$ cat src/hdl/bnst_pkg.sv
`timescale 1ns / 1ps

package bnst_pkg;

    // Token kinds as carried on the result tuser
    localparam logic [2:0] KIND_NUMBER = 3'd0;
    localparam logic [2:0] KIND_SBYTE  = 3'd1;
    localparam logic [2:0] KIND_SEND   = 3'd2;
    localparam logic [2:0] KIND_OPEN   = 3'd3;
    localparam logic [2:0] KIND_CLOSE  = 3'd4;
    localparam logic [2:0] KIND_ERROR  = 3'd5;

    // Error codes
    localparam logic ERR_INVALID  = 1'b0;
    localparam logic ERR_CAPACITY = 1'b1;

    localparam logic [15:0] CAPACITY_RESET = 16'd4096;

    typedef enum logic [5:0] {
        MODE_IDLE = 6'b000001,
        MODE_SIGN = 6'b000010,
        MODE_INT  = 6'b000100,
        MODE_FRAC = 6'b001000,
        MODE_STR  = 6'b010000,
        MODE_ESC  = 6'b100000
    } lex_mode_t;

    // One result beat
    typedef struct packed {
        logic [2:0]  kind;
        logic        neg;
        logic [31:0] int_val;
        logic [31:0] frac_val;
        logic [7:0]  ch;
        logic        code;
        logic        last;
    } result_t;

    // Results produced by one accepted input beat
    typedef struct packed {
        logic [1:0] cnt;
        result_t    r0;
        result_t    r1;
    } push_t;

endpackage

$ cat src/hdl/bnst_lexer.sv
`timescale 1ns / 1ps

module bnst_lexer (
    input  logic            aclk,
    input  logic            aresetn,
    input  logic            in_accept,
    input  logic [7:0]      in_byte,
    input  logic            in_eoi,
    input  logic            cfg_we,
    input  logic [15:0]     cfg_wdata,
    output bnst_pkg::push_t push
);
    import bnst_pkg::*;

    localparam logic [7:0] CH_SPACE = 8'h20;
    localparam logic [7:0] CH_TAB   = 8'h09;
    localparam logic [7:0] CH_LF    = 8'h0A;
    localparam logic [7:0] CH_OPEN  = 8'h5B;
    localparam logic [7:0] CH_CLOSE = 8'h5D;
    localparam logic [7:0] CH_MINUS = 8'h2D;
    localparam logic [7:0] CH_DOT   = 8'h2E;
    localparam logic [7:0] CH_QUOTE = 8'h22;
    localparam logic [7:0] CH_BSLSH = 8'h5C;
    localparam logic [7:0] CH_N     = 8'h6E;
    localparam logic [7:0] CH_ZERO  = 8'h30;
    localparam logic [7:0] CH_NINE  = 8'h39;
    localparam logic [7:0] CH_PRLO  = 8'd32;
    localparam logic [7:0] CH_PRHI  = 8'd126;

    lex_mode_t   mode_reg, mode_next;
    logic        neg_reg, neg_next;
    logic [31:0] int_reg, int_next;
    logic [31:0] frac_reg, frac_next;
    logic [15:0] len_reg, len_next;
    logic [15:0] cap_reg;

    // Accumulate one decimal digit, saturating at all ones
    function automatic logic [31:0] acc10(input logic [31:0] a, input logic [3:0] d);
        logic [35:0] v;
        v = {1'b0, a, 3'b000} + {3'b000, a, 1'b0} + {32'd0, d};
        return (|v[35:32]) ? 32'hFFFF_FFFF : v[31:0];
    endfunction

    function automatic result_t mk(input logic [2:0] kind, input logic neg,
                                   input logic [31:0] iv, input logic [31:0] fv,
                                   input logic [7:0] ch, input logic code);
        result_t r;
        r.kind     = kind;
        r.neg      = neg;
        r.int_val  = iv;
        r.frac_val = fv;
        r.ch       = ch;
        r.code     = code;
        r.last     = 1'b0;
        return r;
    endfunction

    logic        is_digit;
    logic [3:0]  digit;
    logic        is_print;
    logic        str_full;
    logic [7:0]  esc_ch;
    result_t     num_res;
    result_t     err_res;

    // Fresh-token handling of a byte from idle
    lex_mode_t   i_mode;
    logic        i_neg;
    logic [31:0] i_int;
    logic        i_emit;
    result_t     i_res;

    result_t     r0, r1;
    logic [1:0]  cnt;

    always_comb begin
        is_digit = in_byte inside {[CH_ZERO:CH_NINE]};
        digit    = 4'(in_byte - CH_ZERO);
        is_print = in_byte inside {[CH_PRLO:CH_PRHI]};
        str_full = ({1'b0, len_reg} + 17'd1) >= {1'b0, cap_reg};
        esc_ch   = (in_byte == CH_N) ? CH_LF : in_byte;
        num_res  = mk(KIND_NUMBER, neg_reg, int_reg, frac_reg, 8'd0, ERR_INVALID);
        err_res  = mk(KIND_ERROR, 1'b0, 32'd0, 32'd0, 8'd0, ERR_INVALID);
    end

    // Decode a byte as the start of a new token
    always_comb begin
        i_mode = MODE_IDLE;
        i_neg  = 1'b0;
        i_int  = 32'd0;
        i_emit = 1'b0;
        i_res  = err_res;
        if (in_byte inside {CH_SPACE, CH_TAB, CH_LF}) begin
            i_emit = 1'b0;
        end else if (in_byte == CH_OPEN) begin
            i_emit = 1'b1;
            i_res  = mk(KIND_OPEN, 1'b0, 32'd0, 32'd0, 8'd0, ERR_INVALID);
        end else if (in_byte == CH_CLOSE) begin
            i_emit = 1'b1;
            i_res  = mk(KIND_CLOSE, 1'b0, 32'd0, 32'd0, 8'd0, ERR_INVALID);
        end else if (is_digit) begin
            i_mode = MODE_INT;
            i_int  = {28'd0, digit};
        end else if (in_byte == CH_MINUS) begin
            i_mode = MODE_SIGN;
            i_neg  = 1'b1;
        end else if (in_byte == CH_QUOTE) begin
            i_mode = MODE_STR;
        end else begin
            i_emit = 1'b1;
        end
    end

    // Main step: next state and up to two results
    always_comb begin
        mode_next = mode_reg;
        neg_next  = neg_reg;
        int_next  = int_reg;
        frac_next = frac_reg;
        len_next  = len_reg;
        r0        = err_res;
        r1        = err_res;
        cnt       = 2'd0;

        if (in_eoi) begin
            if (mode_reg inside {MODE_SIGN, MODE_INT, MODE_FRAC}) begin
                r0  = num_res;
                cnt = 2'd1;
            end else if (mode_reg inside {MODE_STR, MODE_ESC}) begin
                cnt = 2'd1;
            end
            mode_next = MODE_IDLE;
            neg_next  = 1'b0;
            int_next  = 32'd0;
            frac_next = 32'd0;
            len_next  = 16'd0;
        end else begin
            case (mode_reg)
                MODE_SIGN, MODE_INT, MODE_FRAC: begin
                    if (is_digit && mode_reg == MODE_FRAC) begin
                        frac_next = acc10(frac_reg, digit);
                    end else if (is_digit) begin
                        int_next  = acc10(int_reg, digit);
                        mode_next = MODE_INT;
                    end else if (in_byte == CH_DOT && mode_reg != MODE_FRAC) begin
                        mode_next = MODE_FRAC;
                    end else begin
                        // Flush the number, then treat the byte as a new token
                        r0        = num_res;
                        r1        = i_res;
                        cnt       = i_emit ? 2'd2 : 2'd1;
                        mode_next = i_mode;
                        neg_next  = i_neg;
                        int_next  = i_int;
                        frac_next = 32'd0;
                        len_next  = 16'd0;
                    end
                end
                MODE_STR, MODE_ESC: begin
                    if (mode_reg == MODE_STR && in_byte == CH_BSLSH) begin
                        mode_next = MODE_ESC;
                    end else if (mode_reg == MODE_STR && in_byte == CH_QUOTE) begin
                        r0        = mk(KIND_SEND, 1'b0, 32'd0, 32'd0, 8'd0, ERR_INVALID);
                        cnt       = 2'd1;
                        mode_next = MODE_IDLE;
                        len_next  = 16'd0;
                    end else if ((mode_reg == MODE_STR && is_print) ||
                                 (mode_reg == MODE_ESC &&
                                  (in_byte inside {CH_BSLSH, CH_QUOTE, CH_N}))) begin
                        cnt = 2'd1;
                        if (str_full) begin
                            r0        = mk(KIND_ERROR, 1'b0, 32'd0, 32'd0, 8'd0,
                                           ERR_CAPACITY);
                            mode_next = MODE_IDLE;
                            len_next  = 16'd0;
                        end else begin
                            r0        = mk(KIND_SBYTE, 1'b0, 32'd0, 32'd0,
                                           (mode_reg == MODE_ESC) ? esc_ch : in_byte,
                                           ERR_INVALID);
                            mode_next = MODE_STR;
                            len_next  = len_reg + 16'd1;
                        end
                    end else begin
                        cnt       = 2'd1;
                        mode_next = MODE_IDLE;
                        len_next  = 16'd0;
                    end
                end
                default: begin
                    r0        = i_res;
                    cnt       = i_emit ? 2'd1 : 2'd0;
                    mode_next = i_mode;
                    neg_next  = i_neg;
                    int_next  = i_int;
                    frac_next = 32'd0;
                    len_next  = 16'd0;
                end
            endcase
        end

        // Mark the final result of this beat
        if (cnt == 2'd2) begin
            r1.last = 1'b1;
        end else begin
            r0.last = 1'b1;
        end
    end

    assign push.cnt = in_accept ? cnt : 2'd0;
    assign push.r0  = r0;
    assign push.r1  = r1;

    // Lexer state, updated on each accepted beat
    always_ff @(posedge aclk) begin
        if (!aresetn) begin
            mode_reg <= MODE_IDLE;
            neg_reg  <= 1'b0;
            int_reg  <= 32'd0;
            frac_reg <= 32'd0;
            len_reg  <= 16'd0;
        end else if (in_accept) begin
            mode_reg <= mode_next;
            neg_reg  <= neg_next;
            int_reg  <= int_next;
            frac_reg <= frac_next;
            len_reg  <= len_next;
        end
    end

    // Capacity register
    always_ff @(posedge aclk) begin
        if (!aresetn) begin
            cap_reg <= CAPACITY_RESET;
        end else if (cfg_we) begin
            cap_reg <= cfg_wdata;
        end
    end

endmodule

$ cat src/hdl/bnst_result_fifo.sv
`timescale 1ns / 1ps

// Result queue; DEPTH must be a power of two, at least 2
module bnst_result_fifo #(
    parameter int DEPTH = 4
) (
    input  logic              aclk,
    input  logic              aresetn,
    input  bnst_pkg::push_t   push,
    output logic              room,
    output logic              out_valid,
    input  logic              out_ready,
    output bnst_pkg::result_t out_res
);
    import bnst_pkg::*;

    localparam int AW = $clog2(DEPTH);
    localparam int CW = $clog2(DEPTH + 1);

    result_t         mem [DEPTH];
    logic [AW-1:0]   wr_reg, wr_next;
    logic [AW-1:0]   rd_reg, rd_next;
    logic [CW-1:0]   count_reg, count_next;
    logic            pop;

    assign out_valid = (count_reg != '0);
    assign pop       = out_valid && out_ready;
    // Keep space for the two results one beat can cause
    assign room      = (count_reg <= CW'(DEPTH - 2));
    assign out_res   = mem[rd_reg];

    always_comb begin
        wr_next    = wr_reg + AW'(push.cnt);
        rd_next    = pop ? rd_reg + AW'(1) : rd_reg;
        count_next = count_reg + CW'(push.cnt) - CW'(pop);
    end

    // Pointers and fill count
    always_ff @(posedge aclk) begin
        if (!aresetn) begin
            wr_reg    <= '0;
            rd_reg    <= '0;
            count_reg <= '0;
        end else begin
            wr_reg    <= wr_next;
            rd_reg    <= rd_next;
            count_reg <= count_next;
        end
    end

    // Store pushed results
    always_ff @(posedge aclk) begin
        if (push.cnt != 2'd0) begin
            mem[wr_reg] <= push.r0;
        end
        if (push.cnt == 2'd2) begin
            mem[wr_reg + AW'(1)] <= push.r1;
        end
    end

endmodule

$ cat src/hdl/bracket_number_string_tokenizer_unit.sv
`timescale 1ns / 1ps
// Results: each result beat is written to the result queue and offered from its head.
// Input: one input beat per cycle while the result queue has room for two results;
// beats causing two results can fill the queue faster than it drains, which then holds the input.
// Reset: aresetn synchronous, active low; clears lexer state and queue, sets
// string capacity to 4096.

module bracket_number_string_tokenizer_unit #(
    parameter int FIFO_DEPTH = 4
) (
    input  logic        aclk,
    input  logic        aresetn,
    input  logic        s_tvalid,
    output logic        s_tready,
    input  logic [7:0]  s_tdata,   // [7:0] source_byte
    input  logic        s_tlast,   // end_of_input
    output logic        m_tvalid,
    input  logic        m_tready,
    // [0] negative_sign, [32:1] integer_value, [64:33] fraction_value,
    // [72:65] string_char, [73] error_code, [79:74] zero
    output logic [79:0] m_tdata,
    output logic [2:0]  m_tuser,   // [2:0] token_kind
    output logic        m_tlast,   // last_result
    input  logic        cfg_we,
    input  logic [15:0] cfg_wdata
);
    import bnst_pkg::*;

    push_t   push;
    result_t head;
    logic    in_accept;

    assign in_accept = s_tvalid && s_tready;

    bnst_lexer u_lexer (
        .aclk      (aclk),
        .aresetn   (aresetn),
        .in_accept (in_accept),
        .in_byte   (s_tdata),
        .in_eoi    (s_tlast),
        .cfg_we    (cfg_we),
        .cfg_wdata (cfg_wdata),
        .push      (push)
    );

    bnst_result_fifo #(
        .DEPTH (FIFO_DEPTH)
    ) u_fifo (
        .aclk      (aclk),
        .aresetn   (aresetn),
        .push      (push),
        .room      (s_tready),
        .out_valid (m_tvalid),
        .out_ready (m_tready),
        .out_res   (head)
    );

    // Pack the head result onto the master beat
    assign m_tdata = {6'd0, head.code, head.ch, head.frac_val, head.int_val, head.neg};
    assign m_tuser = head.kind;
    assign m_tlast = head.last;

endmodule

$ cat config.mk
export PLATFORM = sky130hd
export DESIGN_NAME = bracket_number_string_tokenizer_unit
export DESIGN_NICKNAME = d
export VERILOG_FILES = /design/src/hdl/bnst_pkg.sv /design/src/hdl/bnst_lexer.sv /design/src/hdl/bnst_result_fifo.sv /design/src/hdl/bracket_number_string_tokenizer_unit.sv
export SDC_FILE = /design/constraint.sdc
export NUM_CORES = 1
export LEC_CHECK = 0
export ABC_CLOCK_PERIOD_IN_PS = 9310
export CORE_MARGIN = 4
export CORE_UTILIZATION = 48
export DETAILED_ROUTE_END_ITERATION = 10
export DONT_BUFFER_PORTS = 1
export PLACE_DENSITY = 0.69
export REMOVE_ABC_BUFFERS = 1
export SLEW_MARGIN = 5
export SYNTH_ARGS = -nofsm -noshare
export SYNTH_HDL_FRONTEND = slang
export SYNTH_HIERARCHICAL = 1
export SYNTH_SLANG_ARGS = --single-unit
export TNS_END_PERCENT = 1
$ cat constraint.sdc
create_clock -name aclk -period 9.31 [get_ports aclk]
set_input_delay 0.4655 -clock aclk [delete_from_list [all_inputs] [get_ports aclk]]
set_output_delay 0.4655 -clock aclk [all_outputs]
set_load 0.05 [all_outputs]
==> run summary <==
status: completed
Skew-Pair Late Insertion Delay: 0.59 ns
vias in the first global route: 17000
drt total wl: 60500 um
root buf cell: clkbuf_16
CTS tree: yes
initial antenna violation count: 1
clock slew at reported path FFs: 0.06 ns
top cell type's share of synthesized area: 36.1%
max-slew violations: 0
Post-synth EDFFs: 312
num ports: 116
hpwl dp: 38400 um
Wirelength per Cell: 21.8 um
Layout Skew: 0.0222 ns
worst setup margin: 4.01 ns
endpoint class of the critical path: flip-flop
critical path class: flip-flop to flip-flop
max reg flops: 312
first-pass GRT wire length: 95100 um
postcts setup bufs: 0
Max Freq: 189 MHz
crit share post-route: 57.0%
final cell count without fillers: 2781
Area Overhead vs Synth: 6.79%
GRT Resource Usage Total: 20.7%
GRT met1 Usage: 27.4%
Nets: 2228
pwr dens: 178 nW/um^2
CP arrival: 5.49 ns
Critical Path Source Type: flip-flop
count leader, synth: edfxtp_1
Longest Clk Path Bufs: 3
Setup WS pre-CTS: 3.96 ns
Synth cell types: 99
# setup viols final: 0
DR iter-0 viols: 1037
final setup TNS: 0 ns
#FFs+latches synth: 424
Synth Flop Type: edfxtp_1
first drt pass iteration count: 7
RePlAce Congestion: 0.930
Req. time, crit path: 9.50 ns
CTS buffer count: 47
cell row count: 85
total grt overflow: 0
Fin. Hold Viols: 0
# clock sinks: 424
Slew Limit Headroom: 19.8%
placed instance count: 2687
largest net degree at the start of global routing: 66
YS warnings: 6
post-synthesis sequential area ratio: 44.7%
met3 GRT Util: 4.61%
total number of vias: 16600
Peak VDD IR: 0.141 mV
Design Area, Final: 27800 um^2
unrepaired setup endpoints after global routing: no
mapped cell area: 26000 um^2
Post-synth top cells: edfxtp_1 (312), mux2_2 (273), ha_1 (147)
area leader, netlist: edfxtp_1
core area: 53700 um^2
H-Tree Depth: 2
full die area: 57900 um^2
GR peak layer: met2
fraction of layout instances using a drive strength above 1: 24.4%
async set or reset register ratio after synthesis: 0%
Post-Synthesis Mean Instance Area: 12.5 um^2
Slew @ Worst Pin: 1.20 ns
Cells after Synth: 2082
Lkg Pwr: 0.0114 uW
DRC: 0
Period minus WS final: 5.30 ns
Power Total: 4940 uW
vias per cell: 5.95
Detail Route Antenna Nets: 0
critical path fanouts, max: 62
Starting Density: 48.4%
ranking of synthesized cells by area: edfxtp_1 (36%), mux2_2 (12%), dfxtp_1 (8.6%)
Post-DP Area: 26200 um^2
maxcap violations: 0
Min-Delay Path Class: primary input to flip-flop
Die Span Y: 241 um
# port buffers: 0
Die X: 241 um
met2 GRT Util: 34.7%
final cells by class:
| class | count | area, um^2 |
|---|---|---|
| clock buffer | 62 | 1270 |
| clock inverter | 25 | 208 |
| sequential | 424 | 11600 |
| multi-input combinational | 1503 | 13400 |
| timing repair buffer | 26 | 210 |
| tap | 696 | 871 |
| inverter | 44 | 165 |
| antenna | 1 | 2.50 |
| fill | 4522 | 26000 |
critical path: stages, from the launching register on:
cell	delay, ns
dfxtp_1	0.34
a21oi_1	0.95
and2_1	0.43
inv_1	0.18
nor2_1	0.58
nand4b_4	0.81
o31ai_4	0.58
buf_4	0.91
logic make-up (layout without fill, tap and decap cells):
kind of cell	after synthesis	after routing	synth area share [%]
compound gates	362	362	9.86
mux	411	411	21.4
fa+ha+maj	152	152	7.46
flops	424	424	44.7
buf+inv	234	157	5.15
simple gates	427	427	8.90
other cells	2	82	0.0289
xor+xnor	70	70	2.54
through the flow:
| stage | hold WS, ns | util, % |
|---|---|---|
| detailed placement | 0.477 | 48.8 |
| global route | 0.0259 | 51.7 |
| finish | 0.0333 | 51.7 |
| floorplan | 0.449 | - |
| global placement | 0.460 | 48.8 |
| CTS | 0.00209 | 51.7 |
repair_timing:
item                      4_1_cts  5_1_grt
hold endpoints to repair       14        0
hold buffers                    6        0
resized for setup               0        0
metal layers:
| layer | vias to the layer above | routed length (um) | share of wire (%) |
|---|---|---|---|
| li1 | 7800 | - | - |
| met1 | 8254 | 26500 | 44 |
| met2 | 401 | 28900 | 48 |
| met3 | 102 | 3700 | 6.1 |
| met4 | 0 | 1350 | 2.2 |
| met5 | - | 0 | 0 |
cells in the final DEF (no fill, tap or decap), types with 12 or more instances in the layout:
master,netlist,layout
mux2_1,20,20
o211ai_1,17,17
and3_1,19,19
a221o_1,23,23
nand3_1,33,33
mux2_2,273,273
o21bai_1,13,12
nand4_1,19,19
xnor2_1,40,40
mux2i_1,20,20
nand2_1,86,86
clkbuf_16,0,48
a22oi_1,26,26
edfxtp_1,312,312
a21o_1,26,26
o21ai_0,45,45
nor4_1,13,12
dfxtp_1,112,110
conb_1,2,81
nor2b_1,24,23
a22o_1,21,21
inv_1,44,44
a211oi_1,12,12
and2_1,75,75
mux4_2,78,78
clkbuf_1,45,12
xor2_1,27,27
o21a_1,12,12
buf_4,84,20
a21oi_1,95,94
nor3_1,20,20
nor2_1,85,83
ha_1,147,147
mux2_4,20,20
power by group:
| part | total, uW | leakage (uW) | switching, uW | internal, uW |
|---|---|---|---|---|
| logic | 1000 | 0.00665 | 745 | 256 |
| clock network | 1800 | 0.000732 | 753 | 1050 |
| registers | 2140 | 0.00401 | 53.8 | 2080 |
worst paths after layout:
kind / startpoint / to / slack (ns) / cells after the start
max reg2reg: u_fifo/count_reg[0] / u_fifo/mem[0][33] / 4.01 / 7
min: cfg_wdata[14] / u_lexer/cap_reg[14] / 0.03 / 2
max: u_fifo/count_reg[0] / u_fifo/mem[0][33] / 4.01 / 7
min reg2reg: u_fifo/rd_reg[1] / flip-flop / 0.47 / 2
Power figures use the tool's default switching activity.
